### src/rtl/tlpq_pkg.sv
package tlpq_pkg;

    localparam int TAG_FIELD_W = 16;
    localparam int OCC_W       = 7;
    localparam int QUEUE_DEPTH = 2;
    localparam int QPTR_W      = $clog2(QUEUE_DEPTH);
    localparam int QCNT_W      = $clog2(QUEUE_DEPTH + 1);

    localparam logic ACT_INSERT = 1'b0;
    localparam logic ACT_POP    = 1'b1;

    localparam logic [1:0] CLS_NONE   = 2'd0;
    localparam logic [1:0] CLS_LOW    = 2'd1;
    localparam logic [1:0] CLS_MEDIUM = 2'd2;
    localparam logic [1:0] CLS_HIGH   = 2'd3;

    // Segment index is the class minus one.
    localparam int         NUM_SEGS   = 3;
    localparam logic [1:0] SEG_LOW    = 2'd0;
    localparam logic [1:0] SEG_MEDIUM = 2'd1;
    localparam logic [1:0] SEG_HIGH   = 2'd2;

    localparam logic [1:0] STATUS_DONE  = 2'd0;
    localparam logic [1:0] STATUS_FULL  = 2'd1;
    localparam logic [1:0] STATUS_EMPTY = 2'd2;

    typedef enum logic {
        ST_IDLE,
        ST_EXEC
    } t_state;

    typedef struct packed {
        logic                   is_pop;
        logic [TAG_FIELD_W-1:0] tag;
        logic [1:0]             cls;
    } t_req;

    typedef struct packed {
        logic [1:0]             status;
        logic [TAG_FIELD_W-1:0] tag;
        logic [1:0]             cls;
        logic [OCC_W-1:0]       occupancy;
    } t_rsp;

endpackage

### src/rtl/tlpq_front.sv
module tlpq_front
    import tlpq_pkg::*;
(
    input  logic                   i_clk,
    input  logic                   i_rst_n,
    input  logic                   i_in_valid,
    output logic                   o_in_stall,
    input  logic                   i_action,
    input  logic [TAG_FIELD_W-1:0] i_item_tag,
    input  logic [1:0]             i_item_class,
    output logic                   o_req_valid,
    output t_req                   o_req,
    input  logic                   i_req_take
);

    t_req              r_q [QUEUE_DEPTH];
    logic [QPTR_W-1:0] r_wr_ptr, n_wr_ptr;
    logic [QPTR_W-1:0] r_rd_ptr, n_rd_ptr;
    logic [QCNT_W-1:0] r_cnt, n_cnt;
    logic              push;
    logic              pop;
    t_req              req_in;

    // A request with class zero is given the low class.
    always_comb begin
        req_in.is_pop = (i_action == ACT_POP);
        req_in.tag    = i_item_tag;
        req_in.cls    = (i_item_class == CLS_NONE) ? CLS_LOW : i_item_class;
    end

    assign o_in_stall  = (r_cnt == QCNT_W'(QUEUE_DEPTH));
    assign push        = i_in_valid && !o_in_stall;
    assign pop         = i_req_take && (r_cnt != '0);
    assign o_req_valid = (r_cnt != '0);
    assign o_req       = r_q[r_rd_ptr];

    always_comb begin
        n_wr_ptr = push ? r_wr_ptr + 1'b1 : r_wr_ptr;
        n_rd_ptr = pop ? r_rd_ptr + 1'b1 : r_rd_ptr;
        n_cnt    = r_cnt;
        if (push && !pop) begin
            n_cnt = r_cnt + 1'b1;
        end else if (pop && !push) begin
            n_cnt = r_cnt - 1'b1;
        end
    end

    always_ff @(posedge i_clk) begin
        if (!i_rst_n) begin
            r_wr_ptr <= '0;
            r_rd_ptr <= '0;
            r_cnt    <= '0;
        end else begin
            r_wr_ptr <= n_wr_ptr;
            r_rd_ptr <= n_rd_ptr;
            r_cnt    <= n_cnt;
        end
    end

    always_ff @(posedge i_clk) begin
        if (push) begin
            r_q[r_wr_ptr] <= req_in;
        end
    end

endmodule

### src/rtl/tlpq_back.sv
module tlpq_back
    import tlpq_pkg::*;
#(
    parameter int CAPACITY = 64,
    parameter int TAG_BITS = 16
) (
    input  logic i_clk,
    input  logic i_rst_n,
    input  logic i_req_valid,
    input  t_req i_req,
    output logic o_req_take,
    input  logic i_rsp_ready,
    output logic o_rsp_valid,
    output t_rsp o_rsp
);

    localparam int IDX_W = $clog2(CAPACITY);
    localparam int CNT_W = $clog2(CAPACITY + 1);
    localparam logic [CNT_W-1:0] CAP_CNT = CNT_W'(CAPACITY);

    t_state              r_state, n_state;
    logic [NUM_SEGS-1:0] r_seg_valid, n_seg_valid;
    logic [IDX_W-1:0]    r_head [NUM_SEGS];
    logic [IDX_W-1:0]    n_head [NUM_SEGS];
    logic [IDX_W-1:0]    r_tail [NUM_SEGS];
    logic [IDX_W-1:0]    n_tail [NUM_SEGS];
    logic [CNT_W-1:0]    r_count, n_count;
    logic [CNT_W-1:0]    r_fresh, n_fresh;
    logic [IDX_W-1:0]    r_free_head, n_free_head;

    // Request being carried out.
    logic                r_is_pop, n_is_pop;
    logic [1:0]          r_seg, n_seg;
    logic [TAG_BITS-1:0] r_tag, n_tag;
    logic [IDX_W-1:0]    r_slot, n_slot;
    logic                r_use_free, n_use_free;

    logic [IDX_W-1:0]    r_link_mem [CAPACITY];
    logic [IDX_W-1:0]    r_link_rdata;
    logic [TAG_BITS-1:0] r_entry_mem [CAPACITY];
    logic [TAG_BITS-1:0] r_entry_rdata;

    logic                link_we, link_re;
    logic [IDX_W-1:0]    link_waddr, link_wdata, link_raddr;
    logic                entry_we, entry_re;
    logic [IDX_W-1:0]    entry_waddr, entry_raddr;
    logic [1:0]          top_seg;

    always_comb begin
        if (r_seg_valid[SEG_HIGH]) begin
            top_seg = SEG_HIGH;
        end else if (r_seg_valid[SEG_MEDIUM]) begin
            top_seg = SEG_MEDIUM;
        end else begin
            top_seg = SEG_LOW;
        end
    end

    always_comb begin
        n_state     = r_state;
        n_seg_valid = r_seg_valid;
        n_head      = r_head;
        n_tail      = r_tail;
        n_count     = r_count;
        n_fresh     = r_fresh;
        n_free_head = r_free_head;
        n_is_pop    = r_is_pop;
        n_seg       = r_seg;
        n_tag       = r_tag;
        n_slot      = r_slot;
        n_use_free  = r_use_free;
        link_we     = 1'b0;
        link_waddr  = r_slot;
        link_wdata  = r_free_head;
        link_re     = 1'b0;
        link_raddr  = r_free_head;
        entry_we    = 1'b0;
        entry_waddr = r_slot;
        entry_re    = 1'b0;
        entry_raddr = r_head[top_seg];
        o_req_take  = 1'b0;
        o_rsp_valid = 1'b0;
        o_rsp       = '0;

        unique case (r_state)
            ST_IDLE: begin
                if (i_req_valid) begin
                    if (!i_req.is_pop && (r_count >= CAP_CNT)) begin
                        if (i_rsp_ready) begin
                            o_req_take       = 1'b1;
                            o_rsp_valid      = 1'b1;
                            o_rsp.status     = STATUS_FULL;
                            o_rsp.occupancy  = OCC_W'(r_count);
                        end
                    end else if (i_req.is_pop && (r_count == '0)) begin
                        if (i_rsp_ready) begin
                            o_req_take       = 1'b1;
                            o_rsp_valid      = 1'b1;
                            o_rsp.status     = STATUS_EMPTY;
                            o_rsp.occupancy  = OCC_W'(r_count);
                        end
                    end else if (!i_req.is_pop) begin
                        // Reuse a freed slot first; its link gives the next free slot.
                        o_req_take = 1'b1;
                        n_is_pop   = 1'b0;
                        n_seg      = i_req.cls - 2'd1;
                        n_tag      = TAG_BITS'(i_req.tag);
                        n_use_free = (r_count < r_fresh);
                        n_slot     = n_use_free ? r_free_head : IDX_W'(r_fresh);
                        link_re    = 1'b1;
                        link_raddr = r_free_head;
                        n_state    = ST_EXEC;
                    end else begin
                        o_req_take  = 1'b1;
                        n_is_pop    = 1'b1;
                        n_seg       = top_seg;
                        n_slot      = r_head[top_seg];
                        link_re     = 1'b1;
                        link_raddr  = r_head[top_seg];
                        entry_re    = 1'b1;
                        entry_raddr = r_head[top_seg];
                        n_state     = ST_EXEC;
                    end
                end
            end
            ST_EXEC: begin
                if (i_rsp_ready) begin
                    o_rsp_valid  = 1'b1;
                    o_rsp.status = STATUS_DONE;
                    n_state      = ST_IDLE;
                    if (!r_is_pop) begin
                        entry_we    = 1'b1;
                        entry_waddr = r_slot;
                        if (r_seg_valid[r_seg]) begin
                            link_we    = 1'b1;
                            link_waddr = r_tail[r_seg];
                            link_wdata = r_slot;
                        end else begin
                            n_head[r_seg] = r_slot;
                        end
                        n_tail[r_seg]      = r_slot;
                        n_seg_valid[r_seg] = 1'b1;
                        if (r_use_free) begin
                            n_free_head = r_link_rdata;
                        end else begin
                            n_fresh = r_fresh + 1'b1;
                        end
                        n_count = r_count + 1'b1;
                    end else begin
                        o_rsp.tag = TAG_FIELD_W'(r_entry_rdata);
                        o_rsp.cls = r_seg + 2'd1;
                        if (r_head[r_seg] == r_tail[r_seg]) begin
                            n_seg_valid[r_seg] = 1'b0;
                        end else begin
                            n_head[r_seg] = r_link_rdata;
                        end
                        // The popped slot goes onto the front of the free list.
                        link_we     = 1'b1;
                        link_waddr  = r_slot;
                        link_wdata  = r_free_head;
                        n_free_head = r_slot;
                        n_count     = r_count - 1'b1;
                    end
                    o_rsp.occupancy = OCC_W'(n_count);
                end
            end
            default: begin
                n_state = ST_IDLE;
            end
        endcase
    end

    always_ff @(posedge i_clk) begin
        if (!i_rst_n) begin
            r_state     <= ST_IDLE;
            r_seg_valid <= '0;
            r_count     <= '0;
            r_fresh     <= '0;
            r_free_head <= '0;
        end else begin
            r_state     <= n_state;
            r_seg_valid <= n_seg_valid;
            r_count     <= n_count;
            r_fresh     <= n_fresh;
            r_free_head <= n_free_head;
        end
    end

    always_ff @(posedge i_clk) begin
        r_head     <= n_head;
        r_tail     <= n_tail;
        r_is_pop   <= n_is_pop;
        r_seg      <= n_seg;
        r_tag      <= n_tag;
        r_slot     <= n_slot;
        r_use_free <= n_use_free;
    end

    always_ff @(posedge i_clk) begin
        if (link_we) begin
            r_link_mem[link_waddr] <= link_wdata;
        end
        if (link_re) begin
            r_link_rdata <= r_link_mem[link_raddr];
        end
    end

    always_ff @(posedge i_clk) begin
        if (entry_we) begin
            r_entry_mem[entry_waddr] <= r_tag;
        end
        if (entry_re) begin
            r_entry_rdata <= r_entry_mem[entry_raddr];
        end
    end

`ifndef NO_ASSERTIONS
    a_segs_match_count: assert property (@(posedge i_clk) disable iff (!i_rst_n)
        (r_seg_valid != '0) == (r_count != '0))
        else $error("segment valid bits disagree with item count");

    a_fresh_covers_count: assert property (@(posedge i_clk) disable iff (!i_rst_n)
        r_fresh >= r_count && r_count <= CAP_CNT)
        else $error("item count exceeds slots handed out");

    a_pop_decrements: assert property (@(posedge i_clk) disable iff (!i_rst_n)
        (r_state == ST_EXEC && i_rsp_ready && r_is_pop)
        |=> (r_count == $past(r_count) - 1'b1))
        else $error("completed pop did not lower the item count");
`endif

endmodule

### src/rtl/tlpq_out.sv
module tlpq_out
    import tlpq_pkg::*;
(
    input  logic                   i_clk,
    input  logic                   i_rst_n,
    input  logic                   i_rsp_valid,
    input  t_rsp                   i_rsp,
    output logic                   o_rsp_ready,
    output logic                   o_out_valid,
    input  logic                   i_out_stall,
    output logic [1:0]             o_status,
    output logic [TAG_FIELD_W-1:0] o_popped_tag,
    output logic [1:0]             o_popped_class,
    output logic [OCC_W-1:0]       o_occupancy
);

    logic r_valid, n_valid;
    t_rsp r_rsp;

    // A new result may enter in the same cycle that the held one is taken.
    assign o_rsp_ready = !r_valid || !i_out_stall;

    always_comb begin
        n_valid = r_valid;
        if (i_rsp_valid && o_rsp_ready) begin
            n_valid = 1'b1;
        end else if (r_valid && !i_out_stall) begin
            n_valid = 1'b0;
        end
    end

    always_ff @(posedge i_clk) begin
        if (!i_rst_n) begin
            r_valid <= 1'b0;
        end else begin
            r_valid <= n_valid;
        end
    end

    always_ff @(posedge i_clk) begin
        if (i_rsp_valid && o_rsp_ready) begin
            r_rsp <= i_rsp;
        end
    end

    assign o_out_valid    = r_valid;
    assign o_status       = r_rsp.status;
    assign o_popped_tag   = r_rsp.tag;
    assign o_popped_class = r_rsp.cls;
    assign o_occupancy    = r_rsp.occupancy;

endmodule

### src/rtl/three_level_priority_queue_core.sv
// Strict three-class priority queue over a shared slot store.
// Input channel: i_in_valid / o_in_stall with i_action (0 insert, 1 pop),
// i_item_tag and i_item_class (1 low, 2 medium, 3 high; 0 is taken as low).
// Output channel: o_out_valid / i_out_stall with one result per request:
// o_status (0 done, 1 insert refused when full, 2 pop refused when empty),
// o_popped_tag and o_popped_class of the popped item (zero otherwise) and
// o_occupancy, the number of items held after the request.
// Requests enter a two-entry queue; the executer takes one at a time.
// A served request reads the link memory (a pop also the entry memory) in
// the idle state and writes the memories in the execute state once the output
// can take its result; the executer takes no new request until then. A refused
// request is answered straight from the idle state. Every result passes
// through the output register before it appears.
// Reset empties the queue and all three classes; no clearing pass is run.
// When the receiver stalls, the result is held in the output register, one
// more finished result waits in the executer, and o_in_stall rises once the
// two-entry request queue is full.
module three_level_priority_queue_core
    import tlpq_pkg::*;
#(
    parameter int CAPACITY = 64,
    parameter int TAG_BITS = 16
) (
    input  logic                   i_clk,
    input  logic                   i_rst_n,
    input  logic                   i_in_valid,
    output logic                   o_in_stall,
    input  logic                   i_action,
    input  logic [TAG_FIELD_W-1:0] i_item_tag,
    input  logic [1:0]             i_item_class,
    output logic                   o_out_valid,
    input  logic                   i_out_stall,
    output logic [1:0]             o_status,
    output logic [TAG_FIELD_W-1:0] o_popped_tag,
    output logic [1:0]             o_popped_class,
    output logic [OCC_W-1:0]       o_occupancy
);

    logic req_valid;
    t_req req;
    logic req_take;
    logic rsp_ready;
    logic rsp_valid;
    t_rsp rsp;

    tlpq_front u_front (
        .i_clk        (i_clk),
        .i_rst_n      (i_rst_n),
        .i_in_valid   (i_in_valid),
        .o_in_stall   (o_in_stall),
        .i_action     (i_action),
        .i_item_tag   (i_item_tag),
        .i_item_class (i_item_class),
        .o_req_valid  (req_valid),
        .o_req        (req),
        .i_req_take   (req_take)
    );

    tlpq_back #(
        .CAPACITY (CAPACITY),
        .TAG_BITS (TAG_BITS)
    ) u_back (
        .i_clk       (i_clk),
        .i_rst_n     (i_rst_n),
        .i_req_valid (req_valid),
        .i_req       (req),
        .o_req_take  (req_take),
        .i_rsp_ready (rsp_ready),
        .o_rsp_valid (rsp_valid),
        .o_rsp       (rsp)
    );

    tlpq_out u_out (
        .i_clk          (i_clk),
        .i_rst_n        (i_rst_n),
        .i_rsp_valid    (rsp_valid),
        .i_rsp          (rsp),
        .o_rsp_ready    (rsp_ready),
        .o_out_valid    (o_out_valid),
        .i_out_stall    (i_out_stall),
        .o_status       (o_status),
        .o_popped_tag   (o_popped_tag),
        .o_popped_class (o_popped_class),
        .o_occupancy    (o_occupancy)
    );

endmodule

### config.mk
export PLATFORM = sky130hd
export DESIGN_NAME = three_level_priority_queue_core
export DESIGN_NICKNAME = d
export VERILOG_FILES = /design/src/rtl/tlpq_pkg.sv /design/src/rtl/tlpq_front.sv /design/src/rtl/tlpq_back.sv /design/src/rtl/tlpq_out.sv /design/src/rtl/three_level_priority_queue_core.sv
export SDC_FILE = /design/constraint.sdc
export NUM_CORES = 2
export LEC_CHECK = 0
export BUFFER_PORTS_ARGS = -buffer_cell sky130_fd_sc_hd__buf_2
export CAP_MARGIN = 25
export CORE_ASPECT_RATIO = 0.5
export CORE_MARGIN = 1.5
export CORE_UTILIZATION = 35
export DETAILED_ROUTE_END_ITERATION = 16
export PLACE_DENSITY_LB_ADDON = 0.2
export SETUP_SLACK_MARGIN = 0.5
export SYNTH_ARGS = -nofsm -noshare
export SYNTH_HDL_FRONTEND = slang
export SYNTH_SLANG_ARGS = --single-unit
### constraint.sdc
create_clock -name i_clk -period 10 [get_ports i_clk]
set_input_delay 2 -clock i_clk [delete_from_list [all_inputs] [get_ports i_clk]]
set_output_delay 2 -clock i_clk [all_outputs]
set_load 0.01 [all_outputs]
# Yosys cells after proc, flatten, opt, wreduce, memory -nomap -nowiden
# Memory sizes are Yosys's and may differ from the RTL's. A register that Yosys moved wholly into a read port is not among the register bits.
# Cells that the tools add are included.
dict set report word_totals {
  n_memories 3
  latch_bits 0
  ramBits 1446
  reg_bits 118
  romBits 0
  inputBits 23
}
# memory words word_bits read_ports rd_clocked_by_memory_dff wr line_no
set mem_list {}
lappend mem_list {u_back.r_entry_mem 64 16 1 1 1 tlpq_back.sv:40} ;# logic [TAG_BITS-1:0] r_entry_mem [CAPACITY];
lappend mem_list {u_back.r_link_mem 64 6 1 1 1 tlpq_back.sv:38} ;# logic [IDX_W-1:0] r_link_mem [CAPACITY];
lappend mem_list {u_front.r_q 2 19 1 1 1 tlpq_front.sv:16} ;# t_req r_q [QUEUE_DEPTH];
dict set report op_classes {
  n_mux 96
  n_eq_ne 5
  n_div 0
  n_reduce_logical 32
  order_cmp 7
  n_shift 0
  n_mul 0
  n_addsub 9
  bitwise 11
}
# op n
set op_table {}
lappend op_table {{$mux 6} 24}
lappend op_table {{$bwmux 18} 3}
lappend op_table {{$mux 18} 3}
lappend op_table {{$mux 7} 6}
lappend op_table {{$mux 1} 39}
lappend op_table {{$bmux 6 s2} 3}
lappend op_table {{$mux 2} 9}
lappend op_table {{$add 7x1->7 const B} 2}
lappend op_table {{$pmux 7 s2} 1}
lappend op_table {{$demux 6 s2} 1}
lappend op_table {{$reduce_and 3->1} 4}
lappend op_table {{$reduce_and 4->1} 3}
lappend op_table {{$logic_and 1x1->1} 10}
lappend op_table {{$reduce_bool 2->1} 4}
lappend op_table {{$ge 7x7->1 const B} 1}
lappend op_table {{$logic_not 7->1} 1}
lappend op_table {{$lt 7x7->1} 1}
lappend op_table {{$sub 7x1->7 const B} 1}
lappend op_table {{$eq 6x6->1} 1}
lappend op_table {{$ge 3x3->1 const B} 2}
lappend op_table {{$logic_not 1->1} 6}
lappend op_table {{$mux 3} 2}
lappend op_table {{$not 1->1} 6}
lappend op_table {{$not 2->3} 2}
lappend op_table {{other kinds (20)} 25}

# Longest topological paths before layout
dict set report logic_depth {
  ltp_word 11
  depth_mapped 13
}

# By module
# A second synthesis with hierarchy kept.
dict set report hier_totals {
  hier_cells 3499
  hier_area_um2 63194.4
}
# mod instances area_per_inst_um2 seq_area_each_um2 cells_per_inst
set modules_own_cells {}
lappend modules_own_cells {tlpq_back 1 60728.2 45283.4 3381}
lappend modules_own_cells {tlpq_front 1 1614.0 1241.2 86}
lappend modules_own_cells {tlpq_out 1 852.1 830.8 32}

# Worst setup path before layout
# No wires, ideal clock.
dict set report synth_path {
  path_type {input-to-reg}
  start {input port i_out_stall}
  end {memory u_back.r_link_mem[4][0] (netlist name) (enable)}
  t_required_ns 9.650
  slack_ns 5.398
  cell_stages 9
  setup_time_ns 0.350
  arrival_ns 4.252
  cell_sequence {nand2_1 nand2_1 nor2_1 nand2_1 mux2i_1 clkbuf_1 or3_1 or3_1 nor2_1}
}
dict set report synth_between {
  elab_chain_cells 6
}
# element line_no
set synth_lines {}
lappend synth_lines {{from (decl)} three_level_priority_queue_core.sv:32} ;# input logic i_out_stall,
lappend synth_lines {{$logic_not 1->1 (*)} tlpq_out.sv:21} ;# assign o_rsp_ready = !r_valid || !i_out_stall;
lappend synth_lines {{$logic_or 1x1->1 (*)} tlpq_out.sv:21}
lappend synth_lines {{$mux 1} tlpq_back.sv:127} ;# if (i_rsp_ready) begin
lappend synth_lines {{$mux 1} tlpq_back.sv:85} ;# unique case (r_state)
lappend synth_lines {{$mux 1} tlpq_back.sv:200} ;# if (link_we) begin
lappend synth_lines {{$mux 1 (implied by the code)} tlpq_back.sv:201} ;# r_link_mem[link_waddr] <= link_wdata;
lappend synth_lines {{to (decl)} tlpq_back.sv:38}
# Every way passes the cells marked *; elsewhere a longest branch is shown, timed or not.

# Worst setup path in the final report
dict set report layout_path {
  start {input port i_out_stall}
  end {memory u_back.r_link_mem[43][4] (netlist name) (enable)}
}
# The elaborated chain is that of the path after synthesis.

==> metrics list <==
- For this run, the number of Yosys warnings is 0.
- For the pin with the worst max-slew slack, the measured transition is ~1.3 ns.
- Layout Nets: around 3700
- In the routed layout, each cell is associated on average with a via count of 5.31.
- The initialized floorplan defines around 110 standard-cell rows.
- At the later pin of the worst-skew pair, clock insertion delay measures ~0.80 ns.
- Antenna violations before repair: 1
- Clock period minus worst slack: 5.61 ns
- Async set-or-reset flop fraction in the synthesized netlist: 0
- TritonCTS built the clock tree.
- Peak VDD IR: 213 uV
- Die Area: roughly 180000 um^2
* Dpl hpwl: between 90000 and 100000 um
- Mapped Cells: 3500
* Synth Area in Simple Gates: 0.0631
- The top cell types in the final layout, fill and taps aside, are sky130_fd_sc_hd__edfxtp_1 (1557), sky130_fd_sc_hd__nand2_1 (448), sky130_fd_sc_hd__mux4_2 (266).
- In this run the tightest slew margin relative to its limit is 0.160.
- Portion of the post-synthesis area used by sequential elements: 0.755
* Critical R2R Launch: u_back.r_seg[0]
* Place WS: around 3.7 ns
* Clock-pin slew on the worst setup and hold paths: 0.06 ns
- Final antenna diode count: 0
* Peak fanout along the critical path: 15
- Dividing the detail-routed wire length by the instance count gives 26.6 um.
- In this run the most critical hold path is launched from u_front.r_rd_ptr.
- Number of endpoints with negative hold slack in the final report: 0
- Number of distinct library cells after synthesis: between 60 and 70
- After synthesis, the largest family of logic cells by area is multiplexers.
* Post-synthesis adder-cell area fraction: 0.00351
- Depth of the CTS H-tree: 4
- Number of hold buffers added after cts: 0
- Slack of the critical path: approximately 4.4 ns
- Worst Skew: 0.0402 ns
* Startpoint kind of the worst setup timing path: primary input
- All-layer global routing usage: 0.178
- Via count of the first global-routing pass: between 30000 and 40000
- Based on the critical path, the design can be clocked at up to between 0.15 and 0.2 GHz.
* Maximum buffer depth of the clock tree: 3
* Post-synthesis cell area: around 63000 um^2
- DIE HEIGHT: slightly above 300 um
* Final Wtd Congestion: slightly above 0.8
- Iteration count of the initial detailed-routing pass: 6
* Share of final-layout standard cells stronger than drive strength 1: 0.187
- During placement, the flow inserted port buffers numbering roughly 50.
* Pin count of the biggest net entering global routing: about 140
- The analysis attributes to cell leakage a power of 22.9 nW.
* Total negative slack for setup checks: 0 ns
- Averaged over all synthesized cells, the footprint is between 15 and 20 um^2.
* Status: finished clean
- Worst setup startpoint: i_out_stall
- Die Width: between 600 and 700 um
- Kind of critical path: in2reg
- In this run, post-CTS repair resized a total of 0 instances.
- Antenna viol nets, final: 0
* Cell Pwr Density: around 250 nW/um^2
* Total number of vias: about 33000
* Clk Tree Root Cell: sky130_fd_sc_hd__clkbuf_16
- The compound-gate portion of the synthesized area came to 0.0324.
- Standard cell core area: between 150000 and 200000 um^2
- Most used flip-flop cell after synthesis: sky130_fd_sc_hd__edfxtp_1
* Setup repair after global routing missed its margin: no
- Dividing the final minimum period by the clock period gives 0.561.
* Total clock buffers created by CTS: around 150
- Clock tree sinks: 1587
- Data on the critical path is required at its endpoint by 10.40 ns.
- Crit. End Element: register
- Summed over all layers, the global routing overflow is 0.
- Min Hold Slack: ~0.51 ns
* Critical path's most frequent cell: sky130_fd_sc_hd__nand2_1
- Area added between synthesis and finish: 13.3%
- In this run, the number of DRC markers left after iteration 0 of detailed routing was approximately 3200.
- In this run, placement finished with an instance count of around 6000.
- Final Core Density: 0.401
* WHS Path Cells: 2
- Once the clock tree was built, the setup fixing pass inserted 0 buffers.
* Peak per-stage delay on the critical path: approximately 0.92 ns
- Remaining routing DRC violations: 0
- Of the total synthesized cell area, the portion taken by XOR and XNOR cells is 0.00363.
- For this configuration, the core starts out at a cell density of 0.354.
- For this run, the number of standard cells in the final layout without fillers is around 6100.
- The path class of the tightest hold or removal check is reg2reg.
- The final max-slew violation count was 0.
- Number of flops mapped to enable cells by yosys: ~1600
- Critical path cell sequence: buf_2 > nand2_1 > nand2_1 > nor2_1 > nand2_1 > mux2i_1 > nand4_1 > nor2_1
* IO Count: 52
- Worst Reg-to-Reg Cells: 7
- Worst path slowest cell: sky130_fd_sc_hd__nand4_1
- Of the post-synthesis cell area, the part taken by muxes is 0.128.
- The final layout contains routed wiring with a total length of 163000 um.
- The number of nets handed over by synthesis was 3540.
- The first global-routing pass estimated between 200000 and 250000 um of wire.
- Setup violations remaining at the end of the flow were counted as 0.
- Leaving out fill and tap cells, the most frequent cell in the layout is sky130_fd_sc_hd__edfxtp_1.
* Data arrival time of the critical path: roughly 6.0 ns
* Max-cap check violation count: 0
* Register bit count reported by yosys: around 1600
==> worst paths after layout <==
path,to,slack [ns]
max reg2reg,u_back.r_link_mem[43][4],4.58
min,u_front.r_rd_ptr,0.51
min reg2reg,u_front.r_rd_ptr,0.51
max,u_back.r_link_mem[43][4],4.39
==> final cells by class <==
class	instances	area, um^2
multi-input combinational	1708	14600
fill	16065	106000
timing repair buffer	178	1320
clock inverter	88	860
inverter	15	56.3
tap	2386	2990
sequential	1587	47400
clock buffer	178	3860
==> per-stage QoR <==
| step | cell area, um^2 | total power, mW |
|---|---|---|
| final | 71000 | 18.0 |
| after global routing | 71000 | 18.7 |
| after CTS | 71000 | 18.2 |
| after detailed placement | 66300 | 12.5 |
| after global placement | 66300 | 12.5 |
| after floorplan | 62700 | 10.8 |
==> Yosys cell counts (5+ instances only) <==
master / n / area share
sky130_fd_sc_hd__edfxtp_1: 1557 / 0.75
sky130_fd_sc_hd__a31oi_1: 39 / 0.0039
sky130_fd_sc_hd__dfxtp_1: 30 / 0.0096
sky130_fd_sc_hd__nor2b_1: 57 / 0.0057
sky130_fd_sc_hd__or3_1: 7 / 0.00070
sky130_fd_sc_hd__a21boi_0: 5 / 0.00060
sky130_fd_sc_hd__and3_1: 47 / 0.0047
sky130_fd_sc_hd__mux2_2: 32 / 0.0057
sky130_fd_sc_hd__o21ai_0: 24 / 0.0019
sky130_fd_sc_hd__nand4_1: 11 / 0.0011
sky130_fd_sc_hd__nand3_1: 113 / 0.0090
sky130_fd_sc_hd__o21ai_1: 5 / 0.00040
sky130_fd_sc_hd__a211oi_1: 72 / 0.0086
sky130_fd_sc_hd__buf_1: 28 / 0.0017
sky130_fd_sc_hd__ha_1: 16 / 0.0032
sky130_fd_sc_hd__mux4_2: 266 / 0.096
sky130_fd_sc_hd__clkbuf_1: 100 / 0.0060
sky130_fd_sc_hd__a311oi_1: 42 / 0.0059
sky130_fd_sc_hd__inv_1: 14 / 0.00084
sky130_fd_sc_hd__o221ai_1: 5 / 0.00070
sky130_fd_sc_hd__mux2i_1: 163 / 0.026
sky130_fd_sc_hd__xnor2_1: 18 / 0.0025
sky130_fd_sc_hd__nor3_1: 11 / 0.00088
sky130_fd_sc_hd__buf_2: 57 / 0.0045
sky130_fd_sc_hd__and2_1: 8 / 0.00080
sky130_fd_sc_hd__nor2_1: 185 / 0.011
sky130_fd_sc_hd__nand2_1: 448 / 0.027
sky130_fd_sc_hd__nand2b_1: 5 / 0.00050
sky130_fd_sc_hd__a21o_1: 8 / 0.00096
sky130_fd_sc_hd__xor2_1: 8 / 0.0011
sky130_fd_sc_hd__a21oi_1: 57 / 0.0045
==> sequential cells by signal, summed over array words and instances, names as in the netlist, 2 cells and up, named ones only <==
register              count
u_back.r_count            7
u_back.r_link_mem       384
u_back.r_seg              2
u_front.r_cnt             2
u_out.o_popped_tag       16
u_front.r_q              38
u_back.r_entry_mem     1024
u_back.r_slot             6
u_out.o_popped_class      2
u_back.r_head            18
u_back.r_fresh            7
u_back.r_free_head        6
u_back.r_tail            18
u_out.o_status            2
u_out.o_occupancy         7
u_back.r_tag             16
u_back.r_link_rdata       6
u_back.r_entry_rdata     16
==> per-layer routing <==
metal | up-vias | wire (um) | GRT usage
met5 | - | 0 | 0
met4 | 0 | 3700 | 0.0510
met3 | 230 | 9360 | 0.0267
met2 | 1018 | 77700 | 0.290
met1 | 17237 | 72300 | 0.250
li1 | 14143 | - | -
==> critical path, delay by kind of cell <==
kind,cells,cell delay [ns]
AND/OR/NAND/NOR,6,3.07
multiplexers,1,0.82
buffers and inverters,1,0.11
==> power by group <==
group / internal (mW) / switching (mW) / leakage [nW] / total (mW)
clock: 3.15 / 2.49 / 2.31 / 5.64
combinational: 1.25 / 2.86 / 6.25 / 4.11
sequential: 8.06 / 0.177 / 14.3 / 8.24
==> cells by family (layout without fill, tap and decap cells) <==
family	count (synthesis)	after routing
buf+inv	205	459
flops	1587	1587
xor+xnor	26	26
compound gates	293	293
simple gates	907	907
fa+ha+maj	17	17
mux	465	465
Note: power is estimated with default switching activity, not from simulation.
